### config.mk
export PLATFORM = sky130hd
export DESIGN_NAME = led_matrix_column_scanner
export DESIGN_NICKNAME = d
export VERILOG_FILES = /design/src/lmcs_pkg.sv /design/src/lmcs_store.sv /design/src/lmcs_ctrl.sv /design/src/lmcs_out.sv /design/src/led_matrix_column_scanner.sv
export VERILOG_INCLUDE_DIRS = /design/src /design/src/src
export SDC_FILE = /design/constraint.sdc
export NUM_CORES = 2
export LEC_CHECK = 0
export BUFFER_PORTS_ARGS = -buffer_cell sky130_fd_sc_hd__buf_2
export CORE_MARGIN = 2
export CORE_UTILIZATION = 30
export CTS_BUF_LIST = sky130_fd_sc_hd__clkbuf_8
export CTS_CLUSTER_SIZE = 10
export DETAILED_ROUTE_END_ITERATION = 8
export PLACE_DENSITY = 0.51
export SLEW_MARGIN = 25
export SYNTH_ARGS = -nofsm -noshare
export SYNTH_HDL_FRONTEND = slang
export SYNTH_SLANG_ARGS = --single-unit
### constraint.sdc
create_clock -name clock -period 10.6 [get_ports clock]
set_input_delay 0.53 -clock clock [delete_from_list [all_inputs] [get_ports clock]]
set_output_delay 0.53 -clock clock [all_outputs]
set_load 0.005 [all_outputs]
### src/led_matrix_column_scanner_assert.svh
// Assertion macros for the LED matrix column scanner.
`ifndef LED_MATRIX_COLUMN_SCANNER_ASSERT_SVH
`define LED_MATRIX_COLUMN_SCANNER_ASSERT_SVH

// Same-cycle implication, checked outside reset.
`define LMCS_ASSERT_NOW(lbl, ante, cons, msg) \
   lbl: assert property (@(posedge clock) disable iff (reset) (ante) |-> (cons)) \
      else $error(msg);

// Next-cycle implication, checked outside reset.
`define LMCS_ASSERT_NEXT(lbl, ante, cons, msg) \
   lbl: assert property (@(posedge clock) disable iff (reset) (ante) |=> (cons)) \
      else $error(msg);

`endif

### src/lmcs_pkg.sv
// Package: shared types and constants of the LED matrix column scanner.
`timescale 1ns / 1ps
package lmcs_pkg;

   localparam int COLUMNS         = 8;
   localparam int COL_W           = 3;
   localparam int BYTE_W          = 8;
   localparam int POS_W           = BYTE_W + 1;
   localparam int DWELL_W         = 24;
   localparam int FRAME_W         = 14;
   localparam int STATIC_FRAMES   = 50;
   localparam int SCROLL_FRAMES   = 10;
   localparam int DWELL_RESET     = 7812;
   localparam int SECONDS_RESET   = 1;
   localparam int LENGTH_RESET    = 8;

   typedef enum logic [1:0] {
      OP_TICK  = 2'd0,
      OP_WRITE = 2'd1,
      OP_START = 2'd2
   } lmcs_op_type;

   typedef enum logic [1:0] {
      CSR_SCROLL_MODE     = 2'd0,
      CSR_DISPLAY_SECONDS = 2'd1,
      CSR_MESSAGE_LENGTH  = 2'd2,
      CSR_DWELL_TICKS     = 2'd3
   } lmcs_csr_type;

   typedef struct packed {
      logic             show;
      logic             running;
      logic             done;
      logic [COL_W-1:0] column;
   } lmcs_meta_type;

endpackage

### src/lmcs_store.sv
// Message store: single-port write, registered read.
`timescale 1ns / 1ps
module lmcs_store import lmcs_pkg::*; #(
   parameter int MSG_DEPTH = 256
) (
   input  logic                         clock,
   input  logic                         we,
   input  logic [$clog2(MSG_DEPTH)-1:0] waddr,
   input  logic [BYTE_W-1:0]            wdata,
   input  logic                         re,
   input  logic [$clog2(MSG_DEPTH)-1:0] raddr,
   output logic [BYTE_W-1:0]            rdata
);

   logic [BYTE_W-1:0] store_ff [MSG_DEPTH];
   logic [BYTE_W-1:0] rdata_ff;

   always_ff @(posedge clock) begin
      if (we) begin
         store_ff[waddr] <= wdata;
      end
   end

   always_ff @(posedge clock) begin
      if (re) begin
         rdata_ff <= store_ff[raddr];
      end
   end

   assign rdata = rdata_ff;

endmodule

### src/lmcs_ctrl.sv
// Scan control: config registers, dwell/column/frame/window counters, store access.
`timescale 1ns / 1ps
module lmcs_ctrl import lmcs_pkg::*; #(
   parameter int MSG_DEPTH = 256
) (
   input  logic                         clock,
   input  logic                         reset,
   input  logic                         accept,
   input  logic [1:0]                   opcode,
   input  logic [BYTE_W-1:0]            byte_index,
   input  logic [BYTE_W-1:0]            byte_value,
   input  logic                         csr_write,
   input  logic [1:0]                   csr_index,
   input  logic [DWELL_W-1:0]           csr_wdata,
   output logic                         mem_we,
   output logic [$clog2(MSG_DEPTH)-1:0] mem_waddr,
   output logic [BYTE_W-1:0]            mem_wdata,
   output logic                         mem_re,
   output logic [$clog2(MSG_DEPTH)-1:0] mem_raddr,
   output lmcs_meta_type                meta
);

   localparam int AW = $clog2(MSG_DEPTH);

   logic               scroll_ff;
   logic [BYTE_W-1:0]  seconds_ff;
   logic [BYTE_W-1:0]  length_ff;
   logic [DWELL_W-1:0] dwell_ticks_ff;

   logic               busy_ff, busy_in;
   logic [COL_W-1:0]   col_ff, col_in;
   logic [DWELL_W-1:0] dwell_ff, dwell_in;
   logic [FRAME_W-1:0] frame_ff, frame_in;
   logic [BYTE_W-1:0]  window_ff, window_in;

   logic [DWELL_W-1:0] dwell_inc;
   logic [COL_W-1:0]   col_inc;
   logic [FRAME_W-1:0] frame_inc;
   logic [FRAME_W-1:0] frame_target;
   logic [BYTE_W-1:0]  window_inc;
   logic [BYTE_W-1:0]  base;
   logic [POS_W-1:0]   rd_pos;
   logic               rd_hit;
   logic               done;
   logic               empty_seq;
   logic               write_ok;

   always_ff @(posedge clock) begin
      if (reset) begin
         scroll_ff      <= 1'b0;
         seconds_ff     <= BYTE_W'(SECONDS_RESET);
         length_ff      <= BYTE_W'(LENGTH_RESET);
         dwell_ticks_ff <= DWELL_W'(DWELL_RESET);
      end else if (csr_write) begin
         case (csr_index)
            CSR_SCROLL_MODE:     scroll_ff      <= csr_wdata[0];
            CSR_DISPLAY_SECONDS: seconds_ff     <= csr_wdata[BYTE_W-1:0];
            CSR_MESSAGE_LENGTH:  length_ff      <= csr_wdata[BYTE_W-1:0];
            CSR_DWELL_TICKS:     dwell_ticks_ff <= csr_wdata;
            default: ;
         endcase
      end
   end

   always_comb begin
      dwell_inc    = dwell_ff + DWELL_W'(1);
      col_inc      = col_ff + COL_W'(1);
      frame_inc    = frame_ff + FRAME_W'(1);
      window_inc   = window_ff + BYTE_W'(1);
      frame_target = scroll_ff ? FRAME_W'(SCROLL_FRAMES)
                               : FRAME_W'(seconds_ff) * FRAME_W'(STATIC_FRAMES);
      empty_seq    = scroll_ff ? (length_ff <= BYTE_W'(COLUMNS))
                               : (seconds_ff == '0);
      write_ok     = {1'b0, byte_index} < POS_W'(MSG_DEPTH);

      busy_in   = busy_ff;
      col_in    = col_ff;
      dwell_in  = dwell_ff;
      frame_in  = frame_ff;
      window_in = window_ff;
      done      = 1'b0;
      mem_we    = 1'b0;

      if (accept) begin
         case (opcode)
            OP_TICK: begin
               if (busy_ff) begin
                  if (dwell_inc < dwell_ticks_ff) begin
                     dwell_in = dwell_inc;
                  end else begin
                     dwell_in = '0;
                     col_in   = col_inc;
                     if (col_inc == '0) begin
                        if (frame_inc < frame_target) begin
                           frame_in = frame_inc;
                        end else begin
                           frame_in = '0;
                           if (!scroll_ff) begin
                              busy_in = 1'b0;
                              done    = 1'b1;
                           end else begin
                              window_in = window_inc;
                              if ({1'b0, window_inc} + POS_W'(COLUMNS) >= {1'b0, length_ff})
                              begin
                                 busy_in = 1'b0;
                                 done    = 1'b1;
                              end
                           end
                        end
                     end
                  end
               end
            end
            OP_WRITE: begin
               mem_we = !busy_ff && write_ok;
            end
            OP_START: begin
               if (!busy_ff) begin
                  col_in    = '0;
                  dwell_in  = '0;
                  frame_in  = '0;
                  window_in = '0;
                  if (empty_seq) begin
                     done = 1'b1;
                  end else begin
                     busy_in = 1'b1;
                  end
               end
            end
            default: ;
         endcase
      end

      base   = scroll_ff ? window_in : '0;
      rd_pos = {1'b0, base} + POS_W'(col_in);
      rd_hit = busy_in && (rd_pos < POS_W'(MSG_DEPTH));
   end

   always_ff @(posedge clock) begin
      if (reset) begin
         busy_ff   <= 1'b0;
         col_ff    <= '0;
         dwell_ff  <= '0;
         frame_ff  <= '0;
         window_ff <= '0;
      end else if (accept) begin
         busy_ff   <= busy_in;
         col_ff    <= col_in;
         dwell_ff  <= dwell_in;
         frame_ff  <= frame_in;
         window_ff <= window_in;
      end
   end

   assign mem_waddr    = byte_index[AW-1:0];
   assign mem_wdata    = byte_value;
   assign mem_re       = accept && rd_hit;
   assign mem_raddr    = rd_pos[AW-1:0];
   assign meta.show    = rd_hit;
   assign meta.running = busy_in;
   assign meta.done    = done;
   assign meta.column  = col_in;

endmodule

### src/lmcs_out.sv
// Response path: read-data stage plus output register, two requests of buffering.
`timescale 1ns / 1ps
module lmcs_out import lmcs_pkg::*; (
   input  logic                clock,
   input  logic                reset,
   input  logic                accept,
   input  lmcs_meta_type       meta,
   input  logic [BYTE_W-1:0]   rdata,
   input  logic                rsp_stall,
   output logic                s1_free,
   output logic                s1_valid,
   output logic                rsp_valid,
   output logic [BYTE_W-1:0]   rsp_row_lines,
   output logic [COLUMNS-1:0]  rsp_column_lines,
   output logic                rsp_running,
   output logic                rsp_done_res
);

   logic                s1_valid_ff;
   lmcs_meta_type       s1_meta_ff;
   logic                out_valid_ff;
   logic [BYTE_W-1:0]   row_ff;
   logic [COLUMNS-1:0]  column_ff;
   logic                running_ff;
   logic                done_ff;

   logic                out_free;
   logic                s1_move;
   logic [COLUMNS-1:0]  column_in;
   logic [BYTE_W-1:0]   row_in;

   assign out_free = !out_valid_ff || !rsp_stall;
   assign s1_move  = s1_valid_ff && out_free;
   assign s1_free  = !s1_valid_ff || s1_move;

   always_comb begin
      row_in    = s1_meta_ff.show ? rdata : '0;
      column_in = s1_meta_ff.running ? ~(COLUMNS'(1) << s1_meta_ff.column) : '1;
   end

   always_ff @(posedge clock) begin
      if (reset) begin
         s1_valid_ff  <= 1'b0;
         out_valid_ff <= 1'b0;
      end else begin
         if (accept) begin
            s1_valid_ff <= 1'b1;
         end else if (s1_move) begin
            s1_valid_ff <= 1'b0;
         end
         if (s1_move) begin
            out_valid_ff <= 1'b1;
         end else if (!rsp_stall) begin
            out_valid_ff <= 1'b0;
         end
      end
   end

   always_ff @(posedge clock) begin
      if (accept) begin
         s1_meta_ff <= meta;
      end
      if (s1_move) begin
         row_ff     <= row_in;
         column_ff  <= column_in;
         running_ff <= s1_meta_ff.running;
         done_ff    <= s1_meta_ff.done;
      end
   end

   assign s1_valid         = s1_valid_ff;
   assign rsp_valid        = out_valid_ff;
   assign rsp_row_lines    = row_ff;
   assign rsp_column_lines = column_ff;
   assign rsp_running      = running_ff;
   assign rsp_done_res     = done_ff;

endmodule

### src/led_matrix_column_scanner.sv
// Top level: 8x8 LED matrix column scanner with static and scrolling display.
//
//   channel | direction | handshake             | payload
//   req     | in        | req_valid / req_stall | opcode, byte_index, byte_value
//   rsp     | out       | rsp_valid / rsp_stall | row_lines, column_lines, running, done_res
//   csr     | in        | csr_valid / csr_ready | csr_index, csr_wdata
//
// One request per clock while req_stall is low; each response passes the read-data stage, then the output register.
// Latency is set by the synchronous message store read plus the output register.
// Up to two responses are buffered; req_stall rises only when both slots are full.
// Synchronous reset clears control state and loads register defaults; the store is not cleared.
// csr_ready is always high; register writes take effect on the next request.
`timescale 1ns / 1ps
module led_matrix_column_scanner import lmcs_pkg::*; #(
   parameter int MSG_DEPTH = 256
) (
   input  logic                clock,
   input  logic                reset,
   input  logic                req_valid,
   output logic                req_stall,
   input  logic [1:0]          req_opcode,
   input  logic [BYTE_W-1:0]   req_byte_index,
   input  logic [BYTE_W-1:0]   req_byte_value,
   output logic                rsp_valid,
   input  logic                rsp_stall,
   output logic [BYTE_W-1:0]   rsp_row_lines,
   output logic [COLUMNS-1:0]  rsp_column_lines,
   output logic                rsp_running,
   output logic                rsp_done_res,
   input  logic                csr_valid,
   output logic                csr_ready,
   input  logic [1:0]          csr_index,
   input  logic [DWELL_W-1:0]  csr_wdata
);

`include "led_matrix_column_scanner_assert.svh"

   localparam int AW = $clog2(MSG_DEPTH);

   logic              accept;
   logic              s1_free;
   logic              s1_valid;
   logic              mem_we;
   logic [AW-1:0]     mem_waddr;
   logic [BYTE_W-1:0] mem_wdata;
   logic              mem_re;
   logic [AW-1:0]     mem_raddr;
   logic [BYTE_W-1:0] mem_rdata;
   lmcs_meta_type     meta;
   logic              rsp_active;

   assign req_stall  = !s1_free;
   assign accept     = req_valid && s1_free;
   assign csr_ready  = 1'b1;
   assign rsp_active = rsp_valid && rsp_running;

   lmcs_ctrl #(.MSG_DEPTH(MSG_DEPTH)) u_ctrl (
      .clock      (clock),
      .reset      (reset),
      .accept     (accept),
      .opcode     (req_opcode),
      .byte_index (req_byte_index),
      .byte_value (req_byte_value),
      .csr_write  (csr_valid && csr_ready),
      .csr_index  (csr_index),
      .csr_wdata  (csr_wdata),
      .mem_we     (mem_we),
      .mem_waddr  (mem_waddr),
      .mem_wdata  (mem_wdata),
      .mem_re     (mem_re),
      .mem_raddr  (mem_raddr),
      .meta       (meta)
   );

   lmcs_store #(.MSG_DEPTH(MSG_DEPTH)) u_store (
      .clock (clock),
      .we    (mem_we),
      .waddr (mem_waddr),
      .wdata (mem_wdata),
      .re    (mem_re),
      .raddr (mem_raddr),
      .rdata (mem_rdata)
   );

   lmcs_out u_out (
      .clock            (clock),
      .reset            (reset),
      .accept           (accept),
      .meta             (meta),
      .rdata            (mem_rdata),
      .rsp_stall        (rsp_stall),
      .s1_free          (s1_free),
      .s1_valid         (s1_valid),
      .rsp_valid        (rsp_valid),
      .rsp_row_lines    (rsp_row_lines),
      .rsp_column_lines (rsp_column_lines),
      .rsp_running      (rsp_running),
      .rsp_done_res     (rsp_done_res)
   );

   `LMCS_ASSERT_NOW(a_done_not_running, rsp_valid, !(rsp_done_res && rsp_running), "done and run")
   `LMCS_ASSERT_NOW(a_column_onehot, rsp_active, $onehot(~rsp_column_lines), "bad column")
   `LMCS_ASSERT_NOW(a_write_when_idle, mem_we, !meta.running && !mem_re, "write while busy")
   `LMCS_ASSERT_NEXT(a_accept_fills_s1, accept, s1_valid, "accepted request lost")

endmodule
==> impl_metrics.ini <==
[grt]
grt_max_degree = 131
antenna_found_initial = 21
grt_use_total_pct = 16.3
grt_first_pass_wirelength_um = 356000
gr-total-overflow = 0
grt_pass1_vias = 49118

[placement]
dp_slack_ns = 0.634
dpl.hpwl_um = 147000
port_buffers = 68
dp.cells = 8851
dpl_cell_area_um2 = 93700
place_congestion = 0.831

[route]
wl_met2_um = 116000
route.met3.wl_um = 17600
vias = 48351
viasPerCell = 5.08
drt_first_pass_iters = 5
drtAntennaViolNets = 0
wl_um = 248000
m1WireLength_um = 108000
first_iter_violations = 5290
top_layer = met5
drc_errors = 0
drt-wirelength-per-cell_um = 26.1

[logic_synthesis]
yosysSeqAreaShare_pct = 73.1
ys_seq_elements = 2173
synth_commonest_cells = edfxtp_1, nand2_1, mux4_2, nor2_1, clkbuf_1
syn_avg_cell_area_um2 = 17.5
synth_edf_count = 2080
yosysMostFrequentCell = edfxtp_1
synthCells = 5026
netlist_area_um2 = 88100
ys.flop_type = edfxtp_1
ys_top_cells_by_area = edfxtp_1, mux4_2, nand2_1
synthDistinctLibCells = 79
synth_warnings = 0
syn-num-nets = 5164
synth_top_area_share_pct = 70.9
synth_top_area_cell = edfxtp_1
async_flop_share_pct = 0

[finish]
finalNetCount = 5491
final_util_pct = 34.4
n_fill_cell = 27764
drive_gt1_share_pct = 21.2
final_cell_area_um2 = 100000
area_delta_synth_final_pct = 14.1
final_cells = 9526

[power]
ir_drop_uv = 88.6
power.total_mw = 16.4
p_leak_nw = 32.4
power.density_nw_per_um2 = 163

[clock_network]
cts_resized = 0
ctsHoldBuffers = 37
htreeDepth = 5
postCtsSetupRepairBufs = 0
insertion_delay_ns = 1.01
cts_buffer_depth = 4
cts-buffers-inserted = 360
cts_tree = yes
cts_root_buf = clkbuf_8
clkTransAtPathRegs_ns = 0.06
numClockSinks = 2173

[timing]
hold_viol = 0
post-route-period-util_pct = 93.5
worst_pin_slew_ns = 1.07
setup_viol = 0
whs_ns = 0.0439
fin_tns_setup_ns = 0
maxSlewViolCount = 0
fmax_mhz = 101
slew_headroom_pct = 28.3
final.setup.worst_slack_ns = 0.692
skew_ns = 0.0935
finalCriticalPeriod_ns = 9.91
rsz0062_at_grt = no

[worst_setup_path]
startpoint_type = flip-flop
required_ns = 11.31
critPathSlowestCell = fa_4
crit_family = simple AND/OR/NAND/NOR gates
cp_max_fo = 23
endpoint_kind = flip-flop
path_common_cell = and3_1
worstPathArrival_ns = 10.62
path_class = reg2reg
crit_buf_inv = 3
cpPeakStageDelay_ns = 1.04

[run]
cap_violations = 0

[die]
chipHeight_um = 546
ioPinCount = 70
die_w_um = 546
core_area_um2 = 292000
num_rows = 198
initial_core_util_pct = 30.2
dieArea_um2 = 298000

[run_status]
status = complete, no violations

[hold_path]
hold_class = in2reg
==> kinds of logic after synthesis <==
family,Yosys count,share of synthesized area [%]
flops,2173,73.1
simple gates,1437,7.07
mux,534,13.4
compound gates,380,3.04
buf+inv,351,1.56
fa+ha+maj,89,1.30
xor+xnor,61,0.607
other cells,1,0.00426
==> power by group <==
part	internal (mW)	total, mW	switching [mW]	leakage, nW
Sequential	9.42	9.43	0.0118	19.4
Clock	3.27	6.66	3.39	3.65
Combinational	0.0589	0.320	0.261	9.35
Total	12.7	16.4	3.66	32.4
==> worst register-to-register path: cells and delay by family (launching register included) <==
kind / cells / cell delay, ns
simple gates: 15 / 3.97
compound gates: 6 / 1.90
fa+ha+maj: 3 / 1.58
mux: 3 / 0.93
buf+inv: 3 / 0.70
flops: 1 / 0.41
xor+xnor: 1 / 0.15
==> registers in the layout, indices dropped and copies added (netlist names), 14 cells and up <==
register / cells
u_ctrl.dwell_ticks_ff: 24
u_ctrl.frame_ff: 14
u_store.store_ff: 2048
u_ctrl.dwell_ff: 24
==> layer usage <==
layer	GRT usage, %	up-vias
li1	-	20527
met5	0	-
met2	25.8	1892
met4	4.54	8
met1	22.8	25536
met3	3.04	388
==> final cells by class <==
type / count / area [um2] / area share [%]
Sequential cell: 2173 / 64300 / 64.0
Multi-Input combinational cell: 2502 / 22500 / 22.4
Clock buffer: 368 / 5060 / 5.04
Tap cell: 3900 / 4880 / 4.86
Timing Repair Buffer: 248 / 2210 / 2.20
Clock inverter: 261 / 1180 / 1.18
Inverter: 68 / 255 / 0.254
Antenna cell: 6 / 15.0 / 0.0149
==> final timing paths <==
check / startpoint / endpoint / slack [ns] / depth (start not counted)
max reg2reg: u_ctrl.dwell_ff[2] / u_store.rdata[0] / 0.69 / 31
max: u_ctrl.dwell_ff[2] / u_store.rdata[0] / 0.69 / 31
min reg2reg: u_out.s1_meta_ff[3] / u_out.rsp_done_res / 0.44 / 0
min: req_byte_value[0] / u_store.store_ff[94][0] / 0.04 / 1
==> cells in the final DEF (no fill, tap or decap), types with 48 or more instances in the layout <==
cell type  synthesis  final
a21oi_1          107    106
a311oi_1          63     63
and3_1            90     88
buf_2             19     60
buf_4              4    114
clkbuf_8           0    368
clkinv_1           0     93
dfxtp_1           93     93
edfxtp_1        2080   2080
ha_1              85     84
inv_1             67    185
mux4_2           512    512
nand2_1          678    669
nand3_1          183    176
nor2_1           362    359
o21ai_0           48     48
(Power assumes the default switching activity.)
